==> config.mk <==
export PLATFORM = sky130hd
export DESIGN_NAME = kad_anchor_gen
export DESIGN_NICKNAME = d
export VERILOG_FILES = /design/src/rtl/kad_pkg.sv /design/src/rtl/kad_anchor_gen.sv
export SDC_FILE = /design/constraint.sdc
export NUM_CORES = 1
export LEC_CHECK = 0
export BUFFER_PORTS_ARGS = -buffer_cell sky130_fd_sc_hd__buf_2
export CORE_MARGIN = 4
export CORE_UTILIZATION = 45
export DETAILED_ROUTE_END_ITERATION = 8
export HOLD_SLACK_MARGIN = 0.12
export PLACE_DENSITY_LB_ADDON = 0.25
export SYNTH_ARGS = -nofsm -noshare
export SYNTH_HDL_FRONTEND = slang
export SYNTH_SLANG_ARGS = --single-unit
==> constraint.sdc <==
create_clock -name clk_i -period 2.9 [get_ports clk_i]
set_input_delay 0 -clock clk_i [delete_from_list [all_inputs] [get_ports clk_i]]
set_output_delay 0 -clock clk_i [all_outputs]
set_load 0.05 [all_outputs]
==> src/rtl/kad_pkg.sv <==
// kad_pkg: shared types and constants of the keypoint anchor decoder.
// Holds the transaction structs, register indexes, reset values and fixed widths.
// No dependencies.
package kad_pkg;

  // Fixed field widths
  localparam int unsigned OFF_W      = 16;
  localparam int unsigned SCORE_W    = 16;
  localparam int unsigned PIX_W      = 20;
  localparam int unsigned COEF_W     = 24;
  localparam int unsigned TRANS_W    = 20;
  localparam int unsigned IDX_W      = 12;
  localparam int unsigned LEVEL_W    = 2;
  localparam int unsigned CFG_IDX_W  = 3;
  localparam int unsigned CFG_DATA_W = 24;
  localparam int unsigned NUM_CORNERS = 4;

  // Q.24 to Q.4 drops this many bits
  localparam int unsigned FRAC_SHIFT = 20;
  // Smallest stride is 8, a shift of 3
  localparam int unsigned BASE_SHIFT = 3;

  // Score sum and divide-by-three via reciprocal: floor(s * 349526 / 2^20) == s / 3
  // for every s below 2^19.
  localparam int unsigned SUM_W      = SCORE_W + 2;
  localparam int unsigned RECIP_W    = 19;
  localparam int unsigned PROD3_W    = SUM_W + RECIP_W;
  localparam logic [RECIP_W-1:0] RECIP3 = 19'd349526;
  localparam int unsigned MEAN_SHIFT = 20;

  // Last pyramid level (strides 8, 16, 32)
  localparam logic [LEVEL_W-1:0] LEVEL_LAST = 2'd2;

  // Register indexes
  localparam logic [CFG_IDX_W-1:0] REG_THRESHOLD = 3'd0;
  localparam logic [CFG_IDX_W-1:0] REG_AFF_XX    = 3'd1;
  localparam logic [CFG_IDX_W-1:0] REG_AFF_XY    = 3'd2;
  localparam logic [CFG_IDX_W-1:0] REG_AFF_XOFF  = 3'd3;
  localparam logic [CFG_IDX_W-1:0] REG_AFF_YX    = 3'd4;
  localparam logic [CFG_IDX_W-1:0] REG_AFF_YY    = 3'd5;
  localparam logic [CFG_IDX_W-1:0] REG_AFF_YOFF  = 3'd6;

  // Register reset values
  localparam logic [SCORE_W-1:0]       THRESHOLD_RST = 16'd29491;
  localparam logic signed [COEF_W-1:0] COEF_ONE      = 24'sd65536;
  localparam logic signed [COEF_W-1:0] COEF_ZERO     = 24'sd0;
  localparam logic signed [TRANS_W-1:0] TRANS_ZERO   = 20'sd0;

  typedef struct packed {
    logic signed [OFF_W-1:0] off_x1;
    logic signed [OFF_W-1:0] off_y1;
    logic signed [OFF_W-1:0] off_x2;
    logic signed [OFF_W-1:0] off_y2;
    logic signed [OFF_W-1:0] off_x3;
    logic signed [OFF_W-1:0] off_y3;
    logic signed [OFF_W-1:0] off_x4;
    logic signed [OFF_W-1:0] off_y4;
    logic [SCORE_W-1:0]      objectness;
    logic [SCORE_W-1:0]      color_score_a;
    logic [SCORE_W-1:0]      color_score_b;
    logic [SCORE_W-1:0]      class_score;
  } in_item_t;

  typedef struct packed {
    logic [IDX_W-1:0]        anchor_index;
    logic signed [PIX_W-1:0] pix_x1;
    logic signed [PIX_W-1:0] pix_y1;
    logic signed [PIX_W-1:0] pix_x2;
    logic signed [PIX_W-1:0] pix_y2;
    logic signed [PIX_W-1:0] pix_x3;
    logic signed [PIX_W-1:0] pix_y3;
    logic signed [PIX_W-1:0] pix_x4;
    logic signed [PIX_W-1:0] pix_y4;
    logic                    color_id;
    logic [SCORE_W-1:0]      mean_prob;
  } out_item_t;

  typedef struct packed {
    logic signed [COEF_W-1:0]  xx;
    logic signed [COEF_W-1:0]  xy;
    logic signed [TRANS_W-1:0] x_off;
    logic signed [COEF_W-1:0]  yx;
    logic signed [COEF_W-1:0]  yy;
    logic signed [TRANS_W-1:0] y_off;
  } affine_t;

  // Load enables of the lane pipeline stages
  typedef struct packed {
    logic px;
    logic prod;
  } stage_en_t;

endpackage

==> src/rtl/kad_anchor_gen.sv <==
// kad_anchor_gen: grid position counters of the keypoint anchor decoder.
// Walks level, row, column and the running anchor index. Uses kad_pkg.
module kad_anchor_gen #(
  parameter int unsigned NET_WIDTH  = 416,
  parameter int unsigned NET_HEIGHT = 416,
  parameter int unsigned COL_W      = 6,
  parameter int unsigned ROW_W      = 6
) (
  input  logic                          clk_i,
  input  logic                          rst_ni,
  input  logic                          advance_i,
  output logic [COL_W-1:0]              col_o,
  output logic [ROW_W-1:0]              row_o,
  output logic [kad_pkg::LEVEL_W-1:0]   level_o,
  output logic [kad_pkg::IDX_W-1:0]     index_o
);

  localparam logic [COL_W-1:0] LAST_COL0 = COL_W'(NET_WIDTH / 8 - 1);
  localparam logic [COL_W-1:0] LAST_COL1 = COL_W'(NET_WIDTH / 16 - 1);
  localparam logic [COL_W-1:0] LAST_COL2 = COL_W'(NET_WIDTH / 32 - 1);
  localparam logic [ROW_W-1:0] LAST_ROW0 = ROW_W'(NET_HEIGHT / 8 - 1);
  localparam logic [ROW_W-1:0] LAST_ROW1 = ROW_W'(NET_HEIGHT / 16 - 1);
  localparam logic [ROW_W-1:0] LAST_ROW2 = ROW_W'(NET_HEIGHT / 32 - 1);

  logic [COL_W-1:0]            col_q, col_d, last_col;
  logic [ROW_W-1:0]            row_q, row_d, last_row;
  logic [kad_pkg::LEVEL_W-1:0] level_q, level_d;
  logic [kad_pkg::IDX_W-1:0]   index_q, index_d;

  // Grid extent of the current level
  always_comb begin
    unique case (level_q)
      2'd0: begin
        last_col = LAST_COL0;
        last_row = LAST_ROW0;
      end
      2'd1: begin
        last_col = LAST_COL1;
        last_row = LAST_ROW1;
      end
      default: begin
        last_col = LAST_COL2;
        last_row = LAST_ROW2;
      end
    endcase
  end

  // Column, then row, then level; the index restarts with the frame
  always_comb begin
    col_d   = col_q;
    row_d   = row_q;
    level_d = level_q;
    index_d = index_q;
    if (advance_i) begin
      index_d = index_q + 1'b1;
      if (col_q == last_col) begin
        col_d = '0;
        if (row_q == last_row) begin
          row_d = '0;
          if (level_q == kad_pkg::LEVEL_LAST) begin
            level_d = '0;
            index_d = '0;
          end else begin
            level_d = level_q + 1'b1;
          end
        end else begin
          row_d = row_q + 1'b1;
        end
      end else begin
        col_d = col_q + 1'b1;
      end
    end
  end

  always_ff @(posedge clk_i or negedge rst_ni) begin
    if (!rst_ni) begin
      col_q   <= '0;
      row_q   <= '0;
      level_q <= '0;
      index_q <= '0;
    end else begin
      col_q   <= col_d;
      row_q   <= row_d;
      level_q <= level_d;
      index_q <= index_d;
    end
  end

  assign col_o   = col_q;
  assign row_o   = row_q;
  assign level_o = level_q;
  assign index_o = index_q;

endmodule

# Yosys cells after proc, flatten, opt, wreduce, memory -nomap -nowiden
# Index checks and enable logic that the tools add are counted.
dict set report op_classes {
  addsub 4
  n_eq_ne 4
  mux 7
  n_reduce_logical 3
}
# cell n
set op_table {}
lappend op_table {{2-to-1 mux 12 bit} 3}
lappend op_table {{adder 12 x 1 -> 12 bit, second input constant} 1}
lappend op_table {{adder 6 x 1 -> 6 bit, second input constant} 2}
lappend op_table {{== test 6 bit} 2}
lappend op_table {{2-to-1 mux 6 bit} 2}
lappend op_table {{one-hot mux 6 bit (2 select lines)} 1}
lappend op_table {{AND reduction 3 bit} 1}
lappend op_table {{adder 2 x 1 -> 2 bit, second input constant} 1}
lappend op_table {{== test 2 x 1 -> 1 bit, second input constant} 1}
lappend op_table {{== test 2 bit, second input constant} 1}
lappend op_table {{zero test 2 bit} 1}
lappend op_table {{2-to-1 mux 2 bit} 1}
lappend op_table {{AND reduction 2 bit} 1}
dict set report totals {
  reg_bits 26
  inputBits 3
  out_inout_bits 26
  wordCells 22
}

# Depth between registers and ports, before layout
# Gate-level depths: netlist of run 1.
dict set report logic_depth {
  ltp_word 5
  ltp_mapped 6
  ltp_nobuf 5
}

# Worst setup path after synthesis of run 1
# Ideal clock, no wire load.
dict set report synth_timing {
  path_kind {register to register}
  startpoint {register col_q[3], in the netlist col_o[3]}
  endpoint {register level_q (netlist bit level_o[1])}
  setup_ns 0.128
  t_arrival_ns 1.875
  required_ns 2.772
  setup_slack_ns 0.897
  stages_incl_launch_ff 5
  path_buffers 0
  period_less_slack_ns 2.003
  cell_sequence {dfrtp_1 > nor3b_2 > a22oi_4 > nor4_4 > mux2_1}
}
dict set report synth_between {
  elab_chain_len 2
}
# item line
set synth_lines {}
lappend synth_lines {{from (decl)} kad_anchor_gen.sv:25} ;# logic [COL_W-1:0] col_q, col_d, last_col;
lappend synth_lines {{from (signal assigned)} kad_anchor_gen.sv:82} ;# col_q <= col_d;
lappend synth_lines {{== test 6 bit} kad_anchor_gen.sv:56} ;# if (col_q == last_col) begin
lappend synth_lines {{AND reduction 3 bit (no source line)} n/a}
lappend synth_lines {{to (signal assigned)} kad_anchor_gen.sv:84} ;# level_q <= level_d;
lappend synth_lines {{to (decl)} kad_anchor_gen.sv:27} ;# logic [kad_pkg::LEVEL_W-1:0] level_q, level_d;
# Every way passes these cells.
# A chain may end at the register's enable or synchronous reset.

# Final worst setup path of run 1
dict set report layout_timing {
  startpoint {register level_q (netlist bit level_o[1])}
  endpoint {register index_q (netlist bit index_o[7])}
}
dict set report layout_between {
  elab_chain_len 5
  elab_cells_between_ends 9
  cone_classes {eq/ne (4); mux (4); reduce/logical (1)}
}
# item line
set layout_lines {}
lappend layout_lines {{== test 2 x 1 -> 1 bit or zero test 2 bit (tied branches)} kad_anchor_gen.sv:32} ;# unique case (level_q)
lappend layout_lines {{one-hot mux 6 bit (2 select lines)} kad_anchor_gen.sv:32}
lappend layout_lines {{== test 6 bit} kad_anchor_gen.sv:58} ;# if (row_q == last_row) begin
lappend layout_lines {{2-to-1 mux 12 bit} kad_anchor_gen.sv:58}
lappend layout_lines {{2-to-1 mux 12 bit *} kad_anchor_gen.sv:56}
lappend layout_lines {{to (signal assigned)} kad_anchor_gen.sv:85} ;# index_q <= index_d;
lappend layout_lines {{to (decl)} kad_anchor_gen.sv:28} ;# logic [kad_pkg::IDX_W-1:0] index_q, index_d;
# Mark *: on every way between the ends. The rest lies on a longest branch, timed or not.

==> impl_metrics.json, run 1 <==
{
  "critPathMaxStageDelay_ns": 0.57,
  "multi_input_area_um2": 788,
  "ys_ff_latch": 26,
  "cp_max_fo": 13,
  "cp_top_family": "simple AND/OR/NAND/NOR gates",
  "antenna_found_initial": 0,
  "clock-sinks": 26,
  "stdcell_area_um2": 1740,
  "ys.flop_type": "dfrtp_1",
  "route.antenna.remaining_nets": 0,
  "synth_area_per_cell_um2": 10.0,
  "grt_max_degree": 27,
  "drc": 0,
  "crit_path_cell_trace": "nor4b_4, a22oi_4, nor4_4, nor2_1",
  "rows": 20,
  "path_class": "reg -> reg",
  "avgRoutedWirePerCell_um": 14.6,
  "grt_pass1_vias": 1243,
  "initial_core_util": 0.478,
  "setup_tns_ns": 0,
  "ys_async_sr_fraction": 1.00,
  "dp_hpwl_um": 2380,
  "fp.dieW_um": 65.4,
  "diodes": 0,
  "finalPower_w": 0.00144,
  "slew_violations": 0,
  "cts_buffers": 3,
  "slew_headroom": 0.610,
  "critical_path.endpoint_type": "register",
  "crit_slowest_cell": "nor4_4",
  "cp.arrival_ns": 2.13,
  "maxCapViolCount": 0,
  "nets": 186,
  "via_per_inst": 5.56,
  "via_count": 1239,
  "tightest_slew_ns": 0.586,
  "clock_latency_ns": 0.32,
  "ys_warn_count": 0,
  "fin_skew_ns": 0.00640,
  "fp.dieH_um": 65.4,
  "synth_edf_count": 0,
  "clock_path_buffers": 2,
  "regToRegSetupSlack_ns": 0.97,
  "layout-drive-gt1-share": 0.235,
  "start_kind": "register",
  "vdd_drop_max_uv": 552,
  "period_share": 0.667,
  "wl_um": 3270,
  "place_congestion": 0.776,
  "setup_viol": 0,
  "fillCellCount": 315,
  "ios": 29,
  "crit_buf_inv": 0,
  "fp.coreArea_um2": 3100,
  "power.leakage_nw": 0.801,
  "overflow": 0,
  "place_inst": 217,
  "period_minus_slack_ns": 1.93,
  "die_area_um2": 4280,
  "clkSlewWorstSetupHoldPaths_ns": 0.15,
  "grt_pass1_wl_um": 5870,
  "netlist_area_um2": 1480,
  "hold_class": "in -> async",
  "syn_inst": 148,
  "seq_area_frac_synth": 0.439,
  "area_growth_pct": 17.1,
  "cts_post_setup_buffers_inserted": 0,
  "powerDensity_nw_per_um2": 829,
  "first_pass_iters": 4,
  "seq_area_um2": 651,
  "placed_area_um2": 1660,
  "h-tree-depth": 1,
  "cts_tree": "yes",
  "status": "finished, final reports clean",
  "drt_iter0_drc": 68,
  "final_cells": 223,
  "syn_nets": 154,
  "place.port_buffers": 28,
  "grt_use_total": 0.172,
  "required_ns": 3.10,
  "synthDistinctLibCells": 41,
  "cts-root-buf": "clkbuf_4",
  "rsz0062_at_grt": "false",
  "hold_viol_final": 0,
  "fmax_mhz": 517
}
## stage by stage
stage / setup slack [ns] / hold slack (ns) / utilization
finish: 0.967 / 0.183 / 0.560
floorplan: 0.897 / -0.296 / -
CTS: 0.964 / 0.201 / 0.560
global route: 0.819 / 0.215 / 0.560
global placement: 1.08 / 0.0278 / 0.536
detailed placement: 1.00 / 0.0412 / 0.536
## cells in the mapped netlist, types with 2 or more instances
cell type	instances	area, um^2
dfrtp_1	26	651
nor2_1	22	82.6
nand2_1	10	37.5
o21ai_0	9	45.0
inv_1	8	30.0
xnor2_1	7	61.3
nand4_1	6	37.5
xor2_1	5	43.8
nand3_1	4	20.0
nor3_1	4	20.0
o211ai_1	4	30.0
ha_1	3	37.5
nand2b_1	3	18.8
o221ai_1	3	26.3
and3_1	2	12.5
buf_2	2	10.0
mux2i_1	2	20.0
nor4_1	2	12.5
nor4_4	2	42.5
nor4bb_1	2	20.0
o2bb2ai_1	2	17.5
## timing repair
action / in CTS / in global routing
hold endpoints to repair: 32 / 0
hold buffers: 2 / 0
setup endpoints to repair: 0 / 0
gates resized for setup: 0 / 0
## final timing paths
path	start	depth (start not counted)	end
setup / recovery	level_o[1]	4	index_o[7]
hold / removal	rst_ni	2	row_o[3]
setup reg to reg	level_o[1]	4	index_o[7]
hold reg to reg	index_o[1]	1	index_o[1]
max in group asynchronous	rst_ni	2	index_o[2]
min in group clk_i	index_o[1]	1	index_o[1]
## where the power goes
part | total (W) | leakage [nW] | internal (W) | switching (W)
clock | 0.000253 | 0.0279 | 0.000140 | 0.000113
sequential | 0.000566 | 0.310 | 0.000438 | 0.000129
combinational | 0.000621 | 0.463 | 0.000174 | 0.000447
## area by class of cell
type / count / area share
clock inverter: 1 / 0.0173
multi-input combinational: 111 / 0.454
tap: 44 / 0.0317
sequential: 26 / 0.375
inverter: 8 / 0.0173
clock buffer: 3 / 0.0130
timing repair buffer: 30 / 0.0922
## registers in the layout, summed over array words and instances, names as in the netlist
name,count
col_o,6
row_o,6
level_o,2
index_o,12
## logic make-up (layout without fill, tap and decap cells)
group                    Yosys count  in the layout  share of synthesized area
AO/OA/AOI/OAI                     27             27                      0.142
adder cells (fa/ha/maj)            3              3                     0.0253
XOR/XNOR                          12             12                     0.0709
buffers and inverters             11             42                     0.0295
AND/OR/NAND/NOR                   66             66                      0.273
multiplexers                       3              3                     0.0211
flip-flops                        26             26                      0.439
## routing by layer
layer,wire length (um),vias up,track usage
li1,-,602,-
met1,1570,602,0.233
met2,1510,29,0.287
met3,142,6,0.0205
met4,34,0,0.0518
met5,0,-,0
## cell usage in the layout, fill, tap and decap left out, types with 2 or more instances in the layout
| cell type | n |
|---|---|
| nor3_1 | 4 |
| nand2b_1 | 3 |
| nand3_1 | 4 |
| nor4bb_1 | 2 |
| buf_2 | 28 |
| nand4_1 | 6 |
| o221ai_1 | 3 |
| clkbuf_4 | 3 |
| o21ai_0 | 9 |
| nor4_1 | 2 |
| nand2_1 | 10 |
| and3_1 | 2 |
| o2bb2ai_1 | 2 |
| inv_1 | 8 |
| nor4_4 | 2 |
| mux2i_1 | 2 |
| dlygate4sd3_1 | 2 |
| xnor2_1 | 7 |
| dfrtp_1 | 26 |
| ha_1 | 3 |
| o211ai_1 | 4 |
| xor2_1 | 5 |
| nor2_1 | 22 |
No activity file was read; power rests on OpenSTA's default activity.
==> inputs of run 2 (changes only) <==
--- a/config.mk
+++ b/config.mk
@@ -5,6 +5,7 @@
 export SDC_FILE = /design/constraint.sdc
 export NUM_CORES = 1
 export LEC_CHECK = 0
+export ABC_AREA = 1
 export BUFFER_PORTS_ARGS = -buffer_cell sky130_fd_sc_hd__buf_2
 export CORE_MARGIN = 4
 export CORE_UTILIZATION = 45
==> constraint.sdc (replaced) <==
create_clock -name clk_i -period 2 [get_ports clk_i]
set_input_delay 0 -clock clk_i [delete_from_list [all_inputs] [get_ports clk_i]]
set_output_delay 0 -clock clk_i [all_outputs]
set_load 0.05 [all_outputs]
==> impl_metrics.json, run 2 <==
{
  "status": "finished, final reports clean",
  "seq_area_frac_synth": 0.434,
  "grt_pass1_wl_um": 5540,
  "start_kind": "register",
  "h-tree-depth": 1,
  "overflow": 0,
  "setup_tns_ns": 0,
  "antenna_found_initial": 0,
  "powerDensity_nw_per_um2": 1400,
  "power.leakage_nw": 0.895,
  "cts_tree": "yes",
  "reg2reg_depth": 7,
  "vdd_drop_max_uv": 743,
  "wl_um": 3130,
  "period_minus_slack_ns": 1.69,
  "clock-sinks": 26,
  "place.port_buffers": 28,
  "hold_class": "in -> async",
  "fp.dieH_um": 65.7,
  "synthTopCellsByArea": "dfrtp_1 (43%), nand2_1 (12%), xor2_1 (7.0%)",
  "fmax_mhz": 592,
  "ys_warn_count": 0,
  "clock_latency_ns": 0.32,
  "synthDistinctLibCells": 22,
  "fillCellCount": 309,
  "diodes": 0,
  "drt_iter0_drc": 73,
  "ys_ff_latch": 26,
  "die_area_um2": 4320,
  "whs_ns": 0.190,
  "maxCapViolCount": 0,
  "regToRegSetupSlack_ns": 0.31,
  "via_count": 1308,
  "avgRoutedWirePerCell_um": 11.6,
  "startpoint": "level_o[1]",
  "synth_top_area_frac": 0.434,
  "clock_path_buffers": 2,
  "layout_common_cells": "nand2_1 (47), buf_2 (28), dfrtp_1 (26), inv_1 (23), nor2_1 (19)",
  "path_class": "reg -> reg",
  "ctsResizeCount": 0,
  "rows": 20,
  "netlist_area_um2": 1500,
  "setup_viol": 0,
  "ios": 29,
  "seq_power_share": 0.369,
  "synthTopCellsByCount": "nand2_1 (47), dfrtp_1 (26), inv_1 (23)",
  "required_ns": 2.21,
  "place_congestion": 0.802,
  "clkSlewWorstSetupHoldPaths_ns": 0.14,
  "fp.dieW_um": 65.7,
  "initial_core_util": 0.479,
  "grt_use_total": 0.164,
  "clock_power_share": 0.109,
  "route.antenna.remaining_nets": 0,
  "switching_share": 0.543,
  "rr_endpoint": "level_o[1]",
  "dp_hpwl_um": 2330,
  "cp.arrival_ns": 1.90,
  "netlist.top_cell.by_area": "dfrtp_1",
  "first_pass_iters": 4,
  "via_per_inst": 4.86,
  "ys.flop_type": "dfrtp_1",
  "syn_inst": 193,
  "fin_skew_ns": 0.00604,
  "final_common_cell": "nand2_1",
  "syn_nets": 199,
  "slew_violations": 0,
  "drc": 0,
  "rsz0062_at_grt": "false",
  "critical_path.endpoint_type": "register",
  "largest_reg_flops": 12,
  "internal_power_w": 0.00111,
  "ys_async_sr_fraction": 1.00,
  "fp.coreArea_um2": 3130,
  "area_growth_pct": 15.8,
  "grt_max_degree": 27,
  "nets": 232,
  "r2r-start": "level_o[1]",
  "grt_pass1_vias": 1242,
  "synth_area_per_cell_um2": 7.76,
  "cts_buffers": 3,
  "tightest_slew_ns": 0.583,
  "synth.most_common_cell": "nand2_1",
  "power.switching_w": 0.00132,
  "cts-root-buf": "clkbuf_4",
  "period_share": 0.844,
  "synth_edf_count": 0,
  "cp_max_fo": 11,
  "combPwrFrac": 0.522,
  "layout-drive-gt1-share": 0.182,
  "hold_viol_final": 0,
  "slew_headroom": 0.611
}
run 2: cell count changes in the layout (fill, tap and decap cells not counted), sizes merged, moves of 3 or more:
cell and change:
o221ai -3, a21oi +12, nand2 +37, inv +15, xor2 +7, nor4 -4, o21bai +3, nand2b -3
xnor2 -7, nand3 +15, o211ai -5
run 2: area by class of cell:
cell class / count / area (um^2) / area share
tap: 44 / 55.1 / 0.0317
inverter: 24 / 95.1 / 0.0548
multi-input combinational: 140 / 729 / 0.421
sequential: 26 / 651 / 0.375
clock buffer: 4 / 36.3 / 0.0209
timing repair buffer: 31 / 168 / 0.0967
run 2: through the flow:
stage | setup WS [ns] | utilization | std cells | instance area, um^2 | power [W]
finish | 0.311 | 0.554 | 269 | 1730 | 0.00243
global route | 0.138 | 0.554 | 269 | 1730 | 0.00263
CTS | 0.311 | 0.554 | 269 | 1730 | 0.00245
detailed placement | 0.339 | 0.536 | 263 | 1680 | 0.00218
global placement | 0.439 | 0.536 | 263 | 1680 | 0.00217
floorplan | 0.375 | - | 193 | 1500 | 0.00189
run 2: cell families (layout without fill, tap and decap cells):
family,count (synthesis),count (layout),synth area share
AND/OR/NAND/NOR,98,98,0.297
adder cells (fa/ha/maj),3,3,0.0251
XOR/XNOR,12,12,0.0702
AO/OA/AOI/OAI,27,27,0.0952
buffers and inverters,27,59,0.0785
flip-flops,26,26,0.434
run 2: critical path, cell delays in order (launching register included):
cell and delay [ns]:
dfrtp_1 0.50, inv_1 0.11, nand2_1 0.12, nand3_1 0.08, nand2_1 0.12, nand3_2 0.25
nor2_4 0.29, o21ai_0 0.11
run 2: per-layer routing:
layer,global-route usage,share of wire,up-vias
li1,-,-,687
met1,0.226,0.49,595
met2,0.263,0.46,22
met3,0.0308,0.040,4
met4,0.0466,0.011,0
met5,0,0,-
run 2: worst max path at each step:
stage | end | slack [ns] | cells after the start
floorplan | index_o[8] | 0.37 | 7
global placement | level_o[0] | 0.44 | 7
detailed placement | level_o[1] | 0.34 | 6
CTS | level_o[1] | 0.31 | 6
global route | level_o[1] | 0.14 | 8
finish | level_o[1] | 0.31 | 7
run 2: timing repair:
| action | in CTS | in global routing |
|---|---|---|
| hold endpoints to repair | 33 | 0 |
| hold buffers | 2 | 0 |
| setup buffers | 0 | 0 |
run 2: power by group through the flow:
stage / Sequential (W) / Combinational [W] / Clock (W)
finish: 0.000899 / 0.00127 / 0.000266
detailed placement: 0.000907 / 0.00127 / 0
CTS: 0.000895 / 0.00128 / 0.000278
global placement: 0.000910 / 0.00126 / 0
global route: 0.000935 / 0.00139 / 0.000305
floorplan: 0.00142 / 0.000465 / 0
